$ cat src/rtl/tcse_pkg.sv
// Shared types, constants and field widths for the text console scrollback engine.
package tcse_pkg;

    localparam int KIND_W  = 2;
    localparam int CHAR_W  = 8;
    localparam int LINES_W = 8;
    localparam int RROW_W  = 7;
    localparam int RCOL_W  = 7;
    localparam int OROW_W  = 7;
    localparam int OCOL_W  = 7;
    localparam int COLOR_W = 8;
    localparam int CELL_W  = CHAR_W + COLOR_W;

    localparam int CFG_DATA_W = 32;
    localparam int CFG_ADDR_W = 3;

    localparam int DEF_WINDOW_ROWS     = 25;
    localparam int DEF_WINDOW_COLS     = 80;
    localparam int DEF_SCROLLBACK_ROWS = 100;

    localparam logic [KIND_W-1:0] KIND_PUT    = 2'd0;
    localparam logic [KIND_W-1:0] KIND_SCROLL = 2'd1;
    localparam logic [KIND_W-1:0] KIND_READ   = 2'd2;

    localparam logic [CHAR_W-1:0]  CH_BACKSPACE = 8'd8;
    localparam logic [CHAR_W-1:0]  CH_NEWLINE   = 8'd10;
    localparam logic [CHAR_W-1:0]  CH_RETURN    = 8'd13;
    localparam logic [CHAR_W-1:0]  CH_SPACE     = 8'd32;
    localparam logic [COLOR_W-1:0] BLANK_COLOR  = 8'h0f;

    localparam logic REG_IDX_TEXT_COLOR = 1'b0;

    typedef enum logic [2:0] {
        S_INIT,
        S_IDLE,
        S_EXEC,
        S_WIPE,
        S_READ,
        S_LOAD
    } t_state;

    typedef struct packed {
        logic capture;
        logic exec;
        logic wipe;
        logic read;
        logic load;
    } t_dp_cmd;

    typedef struct packed {
        logic need_wipe;
        logic wipe_last;
    } t_dp_stat;

endpackage

$ cat src/rtl/tcse_ctrl.sv
// Controller state machine: sequences accept, update, row wipe, cell read and result load.
module tcse_ctrl (
    input  logic               i_clk,
    input  logic               i_rst_n,
    input  logic               i_in_valid,
    output logic               o_in_ready,
    output logic               o_out_valid,
    input  logic               i_out_ready,
    output tcse_pkg::t_dp_cmd  o_cmd,
    input  tcse_pkg::t_dp_stat i_stat
);
    import tcse_pkg::*;

    t_state r_state, n_state;
    logic   r_out_valid, n_out_valid;
    logic   out_free;

    assign out_free = !r_out_valid || i_out_ready;

    always_comb begin
        n_state = r_state;
        unique case (r_state)
            S_INIT: if (i_stat.wipe_last) n_state = S_IDLE;
            S_IDLE: if (i_in_valid) n_state = S_EXEC;
            S_EXEC: n_state = i_stat.need_wipe ? S_WIPE : S_READ;
            S_WIPE: if (i_stat.wipe_last) n_state = S_READ;
            S_READ: n_state = S_LOAD;
            S_LOAD: if (out_free) n_state = S_IDLE;
            default: n_state = S_INIT;
        endcase
    end

    always_comb begin
        o_cmd = '0;
        o_in_ready = 1'b0;
        unique case (r_state)
            S_INIT: o_cmd.wipe = 1'b1;
            S_IDLE: begin
                o_in_ready = 1'b1;
                o_cmd.capture = i_in_valid;
            end
            S_EXEC: o_cmd.exec = 1'b1;
            S_WIPE: o_cmd.wipe = 1'b1;
            S_READ: o_cmd.read = 1'b1;
            S_LOAD: o_cmd.load = out_free;
            default: o_cmd = '0;
        endcase
    end

    always_comb begin
        if (o_cmd.load) begin
            n_out_valid = 1'b1;
        end else if (i_out_ready) begin
            n_out_valid = 1'b0;
        end else begin
            n_out_valid = r_out_valid;
        end
    end

    always_ff @(posedge i_clk) begin
        if (!i_rst_n) begin
            r_state     <= S_INIT;
            r_out_valid <= 1'b0;
        end else begin
            r_state     <= n_state;
            r_out_valid <= n_out_valid;
        end
    end

    assign o_out_valid = r_out_valid;

    a_accept_to_exec: assert property (@(posedge i_clk) disable iff (!i_rst_n)
        (r_state == S_IDLE && i_in_valid) |=> r_state == S_EXEC)
        else $error("accepted transaction did not start an update");

    a_exec_no_wipe: assert property (@(posedge i_clk) disable iff (!i_rst_n)
        (r_state == S_EXEC && !i_stat.need_wipe) |=> r_state == S_READ)
        else $error("update without freed rows did not go to cell read");

    a_wipe_end: assert property (@(posedge i_clk) disable iff (!i_rst_n)
        (r_state == S_WIPE && i_stat.wipe_last) |=> r_state == S_READ)
        else $error("row wipe did not end on its last cell");

    a_read_to_load: assert property (@(posedge i_clk) disable iff (!i_rst_n)
        o_cmd.read |=> r_state == S_LOAD)
        else $error("cell read not followed by result load");

    a_load_valid: assert property (@(posedge i_clk) disable iff (!i_rst_n)
        o_cmd.load |=> o_out_valid)
        else $error("loaded result not presented");

endmodule

$ cat config.mk
export PLATFORM = sky130hd
export DESIGN_NAME = tcse_ctrl
export DESIGN_NICKNAME = d
export VERILOG_FILES = /design/src/rtl/tcse_pkg.sv /design/src/rtl/tcse_ctrl.sv
export SDC_FILE = /design/constraint.sdc
export NUM_CORES = 1
export LEC_CHECK = 0
export ABC_CLOCK_PERIOD_IN_PS = 4400
export BUFFER_PORTS_ARGS = -buffer_cell sky130_fd_sc_hd__buf_2
export CELL_PAD_IN_SITES_DETAIL_PLACEMENT = 1
export CELL_PAD_IN_SITES_GLOBAL_PLACEMENT = 1
export CORE_AREA = 2 2 39 41
export CTS_CLUSTER_SIZE = 24
export DETAILED_ROUTE_END_ITERATION = 7
export DIE_AREA = 0 0 41 43
export MAX_ROUTING_LAYER = met4
export PLACE_DENSITY = 0.65
export SYNTH_ARGS = -nofsm -noshare
export SYNTH_HDL_FRONTEND = slang
export SYNTH_SLANG_ARGS = --single-unit
$ cat constraint.sdc
create_clock -name i_clk -period 4.4 [get_ports i_clk]
set_clock_uncertainty 0.2 [all_clocks]
set_input_delay 0.88 -clock i_clk [delete_from_list [all_inputs] [get_ports i_clk]]
set_output_delay 0.88 -clock i_clk [all_outputs]
set_load 0.02 [all_outputs]
==> impl_metrics.ini, run 1 <==
[status]
status = finished, final reports clean

[sta]
slew_violations = 0
fin_setup_tns_ns = 0
min_period_ns = 2.531
worst_pin_slew_ns = 0.3374
setup_viol = 0
slew_headroom_pct = 77.48
max_freq_mhz = 395.2
hold_violations = 0
fin_crit_sh_pct = 57.51
rsz0062_at_grt = no

[routing]
routed_wl_um = 747
routedWlPerCell_um = 11.32
first_iter_violations = 2
vias = 306
via_per_inst = 4.636
postRouteAntennaNets = 0
drc = 0
first_pass_iters = 2

[placed_design]
gp_congestion = 0.6389
dp_cells = 63
port_buffers = 12
dp_hpwl_um = 622.8
dpl_cell_area_um2 = 361.6

[grt]
grt_max_degree = 12
first_global_vias = 320
grt_pass1_wl_um = 1297
grt_overflow = 0
antenna_found_initial = 0
grtUsageTotal_pct = 11.29

[setup_path]
critPathMaxFanout = 3
worstSetupStartpointType = input pin
r2r_start = r_state[1]$_SDFFE_PN0P_
crit_path_end_kind = primary output
r2r_setup_slack_ns = 2.71
critical_path_class = input pin to primary output
endpoint = o_cmd[0]
crit_required_ns = 3.32
r2r-end = r_state[2]$_SDFFE_PN0P_
r2r_cells = 4
startpoint = i_out_ready
cp.arrival_ns = 1.45

[synthesis]
synth_warnings = 0
avgSynthCellArea_um2 = 7.947
netlist_area_um2 = 294.0
netlist-cell-type-count = 25
seq_area_frac_synth_pct = 27.23
ys_ff_latch = 4
syn-num-nets = 43
synth_cells = 37

[die]
rows = 14
dieArea_um2 = 1763
die_height_um = 43
initial_core_util_pct = 21.25
die_x_um = 41
ioPinCount = 13
core_um2 = 1384

[cts]
path_clk_slew_ns = 0.04
postCtsSetupBuffers = 0
hold_buffers = 0
cts.sinks = 4
htreeDepth = 1
post_cts_resize_count = 0
cts-buffers-inserted = 3
clock_latency_ns = 0.23
cts_max_path_buffers = 2
cts-root-buf = clkbuf_4
cts_tree = yes

[layout]
area_growth_pct = 30.64
fin_util_pct = 27.76
antenna_cells = 0
num-nets-final = 58
nFillCells = 177
design_area_um2 = 384.1
drive_gt1_share_pct = 40.00
fin_cells = 66

[worst_hold_path]
holdCritPathClass = flop to flop

[power_and_ir_drop]
p_leak_uw = 0.0001822
peakVddDrop_v = 0.0002396
p_per_area_nw_per_um2 = 754.8

[run]
maxCapViolCount = 0
-- worst min-delay path by stage --
| stage | start | endpoint | slack (ns) | cells past startpoint |
|---|---|---|---|---|
| final | r_state[0]$_SDFFE_PN0P_ | r_state[0]$_SDFFE_PN0P_ | 0.33 | 2 |
| after global routing | o_out_valid$_SDFFE_PN0P_ | o_out_valid$_SDFFE_PN0P_ | 0.39 | 2 |
| after CTS | o_out_valid$_SDFFE_PN0P_ | o_out_valid$_SDFFE_PN0P_ | 0.33 | 2 |
| after detailed placement | o_out_valid$_SDFFE_PN0P_ | o_out_valid$_SDFFE_PN0P_ | 0.33 | 2 |
| after global placement | o_out_valid$_SDFFE_PN0P_ | o_out_valid$_SDFFE_PN0P_ | 0.31 | 2 |
| after floorplan | r_state[0]$_SDFFE_PN0P_ | r_state[0]$_SDFFE_PN0P_ | 0.27 | 2 |
-- through the flow --
stage	total power, uW	hold WS (ns)	setup slack [ns]
2_1_floorplan	205.7	0.2718	1.986
3_3_place_gp	243.8	0.3123	1.885
3_5_place_dp	248.1	0.3261	1.867
4_1_cts	295.6	0.3312	1.865
5_1_grt	319.6	0.3873	1.818
6_report	289.9	0.3269	1.869
-- layout make-up --
| cell class | count | area, um2 | area share, % |
|---|---|---|---|
| multi-input combinational | 29 | 193.9 | 50.49 |
| sequential | 4 | 80.08 | 20.85 |
| timing repair buffer | 12 | 60.06 | 15.64 |
| clock buffer | 3 | 22.52 | 5.863 |
| tap | 16 | 20.02 | 5.212 |
| inverter | 2 | 7.507 | 1.954 |
-- sequential cells by signal (all words and copies together) (netlist names) --
name and flops:
r_state 3, o_out_valid 1
-- power by group --
group          leakage [uW]  switching [uW]  total [uW]  internal (uW)
logic              0.000136            95.5         170           74.7
clock network     0.0000138            13.5        43.9           30.4
registers         0.0000329            25.9        75.8           50.0
total              0.000182             135         290            155
-- cells in the mapped netlist, drive strengths merged --
cell / instances / area, um2
and2b: 1 / 10.01
buf: 2 / 12.51
o21ai: 1 / 5.000
and3: 2 / 12.51
or4: 1 / 11.26
a211o: 1 / 8.760
a221oi: 1 / 8.760
nand2b: 3 / 18.77
nor2: 1 / 3.750
nor3: 2 / 10.01
a211oi: 1 / 12.51
or2b: 1 / 7.510
nor2b: 2 / 15.02
o41ai: 1 / 8.760
a21oi: 3 / 15.01
and2: 2 / 15.02
dfxtp: 4 / 80.08
nand3: 1 / 5.000
inv: 2 / 7.510
nand4b: 1 / 8.760
nand2: 3 / 11.26
a31oi: 1 / 6.260
-- worst max-delay path, cell delays in order --
cell and delay, ns:
buf_2 0.09, nand2b_1 0.15, and3_1 0.17, buf_2 0.15
-- per-layer routing --
| metal | routed length, um | GRT usage [%] |
|---|---|---|
| met1 | 325 | 13.10 |
| met2 | 392 | 15.94 |
| met3 | 30 | 3.141 |
| met4 | 0 | 8.000 |
| met5 | 0 | - |
-- logic make-up after synthesis --
group                  after synthesis  share of synthesized area [%]
and+or+nand+nor                     20                          43.83
AOI/OAI and AO/OA                    9                          22.13
DFF                                  4                          27.24
buffers and inverters                4                          6.809
-- cells in the final DEF, fill, tap and decap left out --
master    netlist  final
buf_2           1     12
dfxtp_1         4      4
nand2b_1        3      3
nand2_1         3      3
a21oi_1         3      3
clkbuf_4        0      3
and3_1          2      2
inv_1           2      2
nor3_1          2      2
nor2b_2         1      1
and2b_4         1      1
and2_1          1      1
or2b_1          1      1
nor2_1          1      1
or4_4           1      1
nor2b_1         1      1
a211o_1         1      1
and2_4          1      1
a221oi_1        1      1
nand3_1         1      1
o21ai_1         1      1
nand4b_1        1      1
o41ai_1         1      1
a31oi_1         1      1
a211oi_2        1      1
Power figures use the tool's default switching activity.
==> run 2, diff against run 1 <==
--- a/config.mk
+++ b/config.mk
@@ -5,7 +5,7 @@
 export SDC_FILE = /design/constraint.sdc
 export NUM_CORES = 1
 export LEC_CHECK = 0
-export ABC_CLOCK_PERIOD_IN_PS = 4400
+export ABC_CLOCK_PERIOD_IN_PS = 2050
 export BUFFER_PORTS_ARGS = -buffer_cell sky130_fd_sc_hd__buf_2
 export CELL_PAD_IN_SITES_DETAIL_PLACEMENT = 1
 export CELL_PAD_IN_SITES_GLOBAL_PLACEMENT = 1
@@ -14,7 +14,7 @@
 export DETAILED_ROUTE_END_ITERATION = 7
 export DIE_AREA = 0 0 41 43
 export MAX_ROUTING_LAYER = met4
-export PLACE_DENSITY = 0.65
+export PLACE_DENSITY = 0.67
 export SYNTH_ARGS = -nofsm -noshare
 export SYNTH_HDL_FRONTEND = slang
 export SYNTH_SLANG_ARGS = --single-unit
==> constraint.sdc (replaced) <==
create_clock -name i_clk -period 2.05 [get_ports i_clk]
set_clock_uncertainty 0.2 [all_clocks]
set_input_delay 0.41 -clock i_clk [delete_from_list [all_inputs] [get_ports i_clk]]
set_output_delay 0.41 -clock i_clk [all_outputs]
set_load 0.02 [all_outputs]
==> run 2 against run 1 <==
Compared with the run above:
- non-clock buffer count unchanged
- sequential share of layout area increased by 0.26 points
- largest cell class unchanged
- via count decreased by 3.3%
- register-to-register slack got worse by 2.3 ns
- critical path depth decreased by 1
- sequential power increased by 110%
- die area unchanged
- highest routed layer is now met4
- first-iteration DRC count increased by 50%
- flip-flop and latch count unchanged
- count of clock-buffer cells in the layout unchanged
- clock power increased by 120%
- critical endpoint is now o_cmd[2]
==> impl_metrics.ini, run 2 (same netlist as run 1, synthesis figures left out) <==
[grt]
grt_pass1_wl_um = 1069
grtUsageTotal_pct = 9.465
use_met1_pct = 10.29
grt_busiest_layer = met2
grt_max_degree = 12
grtUsageMet2_pct = 13.13
grt_use_met3_pct = 1.571
first_global_vias = 283
antenna_found_initial = 0
grt_overflow = 0

[cts]
cts-root-buf = clkbuf_4
htreeDepth = 1
cts.sinks = 4
hold_buffers = 0
clock_latency_ns = 0.23
cts_max_path_buffers = 2
cts_tree = yes
cts-buffers-inserted = 3
post_cts_resize_count = 0
postCtsSetupBuffers = 0
path_clk_slew_ns = 0.04

[placed_design]
gp_congestion = 0.6852
dp_hpwl_um = 573.3
dpl_cell_area_um2 = 361.6
dp_cells = 63
port_buffers = 12

[setup_path]
r2r_cells = 4
crit_path_end_kind = primary output
critical_path_class = flop to primary output
worstSetupStartpointType = flop
cp.arrival_ns = 1.27
r2r_start = r_state[0]$_SDFFE_PN0P_
critPathMaxFanout = 7
crit_required_ns = 1.44
r2r_setup_slack_ns = 0.38
r2r-end = r_state[2]$_SDFFE_PN0P_

[sta]
fin_setup_tns_ns = 0
setup_viol = 0
worst_pin_slew_ns = 0.2471
rsz0062_at_grt = no
min_period_ns = 1.883
slew_headroom_pct = 83.31
hold_violations = 0
max_freq_mhz = 531.0
fin_crit_sh_pct = 91.86
slew_violations = 0

[routing]
first_pass_iters = 4
drc = 0
via_per_inst = 4.485
vias = 296
first_iter_violations = 3
postRouteAntennaNets = 0
routed_wl_um = 706
routedWlPerCell_um = 10.70

[layout]
drive_gt1_share_pct = 42.00
num-nets-final = 58
antenna_cells = 0
design_area_um2 = 385.4
nFillCells = 181
largest_register_ffs = 3
area_growth_pct = 31.06
regMostFlops = r_state
layout_commonest_cell = buf_2
fin_cells = 66

[worst_hold_path]
hold_path_end = r_state[0]$_SDFFE_PN0P_
hp-start = i_rst_n
holdCritPathClass = input pin to flop
hold_depth = 3

[die]
core_um2 = 1384
initial_core_util_pct = 21.25
rows = 14
die_x_um = 41
die_height_um = 43
ioPinCount = 13
dieArea_um2 = 1763

[run]
maxCapViolCount = 0

[power_and_ir_drop]
peakVddDrop_v = 0.0004226
seq_power_share_pct = 26.1
p_leak_uw = 0.0001826
clkPwrFrac_pct = 15.4
p_sw_uw = 287.2
swShare_pct = 46.10
internal_power_uw = 335.8
p_comb_share_pct = 58.6
p_per_area_nw_per_um2 = 1617

[status]
status = finished, final reports clean
[run 2: cell counts in the layout (fill, tap and decap cells not counted)]
Identical to the previous run, type by type.
[run 2: layout make-up]
type | count | area, um2 | share of cell area, %
multi-input cells | 29 | 193.9 | 50.32
clock buffers | 3 | 22.52 | 5.844
flip-flops and latches | 4 | 81.33 | 21.10
well taps | 16 | 20.02 | 5.195
inverters | 2 | 7.507 | 1.948
repair buffers | 12 | 60.06 | 15.58
[run 2: how the worst max path moves through the flow]
stage / slack (ns) / startpoint / endpoint / cells after the start
after floorplan: 0.33 / r_state[2]$_SDFFE_PN0P_ / o_cmd[1] / 3
after global placement: 0.34 / r_state[2]$_SDFFE_PN0P_ / o_cmd[1] / 3
after detailed placement: 0.32 / r_state[2]$_SDFFE_PN0P_ / o_cmd[1] / 3
after CTS: 0.07 / r_state[2]$_SDFFE_PN0P_ / o_cmd[1] / 3
after global routing: 0.08 / r_state[0]$_SDFFE_PN0P_ / o_cmd[2] / 3
final: 0.17 / r_state[0]$_SDFFE_PN0P_ / o_cmd[2] / 3
[run 2: power by group through the flow]
stage / registers (uW) / logic, uW / clock network [uW]
3_5_place_dp: 163 / 366 / 0
2_1_floorplan: 134 / 308 / 0
6_report: 162 / 365 / 95.7
3_3_place_gp: 161 / 365 / 0
4_1_cts: 160 / 369 / 102
5_1_grt: 170 / 395 / 109
[run 2: per-stage QoR]
step / setup slack [ns] / total power, uW / hold slack [ns] / utilization [%]
final: 0.1668 / 623.0 / 0.2635 / 27.85
after global routing: 0.08427 / 674.0 / 0.2620 / 27.85
after CTS: 0.07068 / 631.1 / 0.2584 / 27.76
after detailed placement: 0.3183 / 528.7 / 0.3195 / 26.13
after global placement: 0.3386 / 526.2 / 0.3248 / 26.13
after floorplan: 0.3251 / 441.6 / 0.2718 / -
[run 2: worst max-delay path, cell delays in order (launching register included)]
cell	delay (ns)
dfxtp_1	0.41
and2b_4	0.23
nor3_1	0.20
buf_2	0.21
[run 2: routing by layer]
metal | wire length, um | vias up
met1 | 330 | 129
li1 | - | 159
met5 | 0 | -
met2 | 336 | 6
met4 | 5 | 0
met3 | 34 | 2
==> run 3, diff against run 2 <==
--- a/config.mk
+++ b/config.mk
@@ -14,7 +14,7 @@
 export DETAILED_ROUTE_END_ITERATION = 7
 export DIE_AREA = 0 0 41 43
 export MAX_ROUTING_LAYER = met4
-export PLACE_DENSITY = 0.67
+export PLACE_DENSITY = 0.6
 export SYNTH_ARGS = -nofsm -noshare
 export SYNTH_HDL_FRONTEND = slang
 export SYNTH_SLANG_ARGS = --single-unit
==> run 3 against run 2 <==
Compared with the run above:
- register-to-register slack about the same
- worst hold slack lost 0.0011 ns
- via count is 1.7% lower
- clock power shrank 2.7%
- critical path depth unchanged
- combinational power about the same
- sequential power about the same
- wire length grew 0.42%
- total power down 0.51%
- count of clock-buffer cells in the layout did not move
- setup slack got worse by 0.017 ns
- non-clock buffer count unchanged
- critical endpoint unchanged
- largest cell class unchanged
==> impl_metrics.ini, run 3 (same netlist as run 1, synthesis figures left out) <==
[status]
status = finished, final reports clean

[die]
die_x_um = 41
rows = 14
dieArea_um2 = 1763
initial_core_util_pct = 21.25
core_um2 = 1384
die_height_um = 43
ioPinCount = 13

[grt]
grt_overflow = 0
grt_max_degree = 12
antenna_found_initial = 0
grtUsageTotal_pct = 9.969
grt_pass1_wl_um = 1152
first_global_vias = 281

[sta]
worst_pin_slew_ns = 0.2610
min_period_ns = 1.900
setup_viol = 0
fin_crit_sh_pct = 92.70
rsz0062_at_grt = no
slew_headroom_pct = 82.37
hold_violations = 0
fin_setup_tns_ns = 0
slew_violations = 0
max_freq_mhz = 526.2

[cts]
path_clk_slew_ns = 0.03
cts_tree = yes
postCtsSetupBuffers = 0
htreeDepth = 1
cts-buffers-inserted = 3
clock_latency_ns = 0.23
cts-root-buf = clkbuf_4
cts.sinks = 4
cts_max_path_buffers = 2

[layout]
largest_register_ffs = 3
layout_commonest_cell = buf_2
fin_cells = 66
nFillCells = 182
drive_gt1_share_pct = 42.00
regArea_um2 = 81.33
num-nets-final = 58
regMostFlops = r_state
multi_input_area_um2 = 193.9
area_growth_pct = 31.06
antenna_cells = 0

[routing]
routedWlPerCell_um = 10.74
routed_wl_um = 709
first_pass_iters = 2
first_iter_violations = 3
via_per_inst = 4.409
vias = 291
drc = 0
postRouteAntennaNets = 0

[placed_design]
dp_hpwl_um = 601.2
port_buffers = 12
dp_cells = 63
gp_congestion = 0.6666

[setup_path]
critical_path_class = flop to primary output
critPathMaxFanout = 7
worstSetupStartpointType = flop
crit_required_ns = 1.44
cp.arrival_ns = 1.29
crit_path_end_kind = primary output

[run]
maxCapViolCount = 0

[power_and_ir_drop]
p_leak_uw = 0.0001826
peakVddDrop_v = 0.0004166
p_per_area_nw_per_um2 = 1608

[worst_hold_path]
holdCritPathClass = input pin to flop
-- run 3: cell counts in the layout (fill, tap and decap cells not counted) --
Identical to the previous run, type by type.
-- run 3: critical path, stage by stage, from the launching register on --
cell	delay, ns
dfxtp_1	0.41
and2b_4	0.23
nor3_1	0.21
buf_2	0.22
-- run 3: through the flow --
step           util [%]  hold WS (ns)  worst slack, ns  instance area, um2  total power [uW]
2_1_floorplan         -        0.2718           0.3251               294.0             441.6
3_3_place_gp      26.13        0.3250           0.3441               361.6             531.2
3_5_place_dp      26.13        0.3207           0.3474               361.6             529.8
4_1_cts           27.76        0.2612           0.1025               384.1             630.2
5_1_grt           27.85        0.2727          0.04749               385.4             681.4
6_report          27.85        0.2624           0.1496               385.4             619.8
-- run 3: layer usage --
metal | share of wire [%] | GRT usage (%) | vias up
met2 | 48 | 12.50 | 5
met1 | 49 | 13.46 | 127
met4 | 0 | 8.000 | 0
li1 | - | - | 159
met5 | 0 | - | -
met3 | 3.4 | 1.571 | 0
-- run 3: cell type report --
cell class	instances	area share, %
Multi-Input combinational cell	29	50.32
Inverter	2	1.948
Clock buffer	3	5.844
Timing Repair Buffer	12	15.58
Sequential cell	4	21.10
Tap cell	16	5.195
-- run 3: final timing paths --
kind / from / endpoint / slack, ns / depth (start not counted)
hold reg to reg: o_out_valid$_SDFFE_PN0P_ / o_out_valid$_SDFFE_PN0P_ / 0.32 / 2
setup / recovery: r_state[0]$_SDFFE_PN0P_ / o_cmd[2] / 0.15 / 3
setup reg to reg: r_state[0]$_SDFFE_PN0P_ / r_state[2]$_SDFFE_PN0P_ / 0.37 / 4
hold / removal: i_rst_n / r_state[0]$_SDFFE_PN0P_ / 0.26 / 3
-- run 3: repair_timing --
| item | in CTS | in global routing |
|---|---|---|
| setup endpoints to repair | 0 | 1 |
| resized for setup | 0 | 1 |
| hold buffers | 0 | 0 |
-- run 3: report_power, final --
group | internal (uW) | total, uW | switching [uW]
clock network | 65.2 | 93.1 | 27.9
logic | 161 | 365 | 204
registers | 110 | 162 | 51.9
total | 336 | 620 | 284
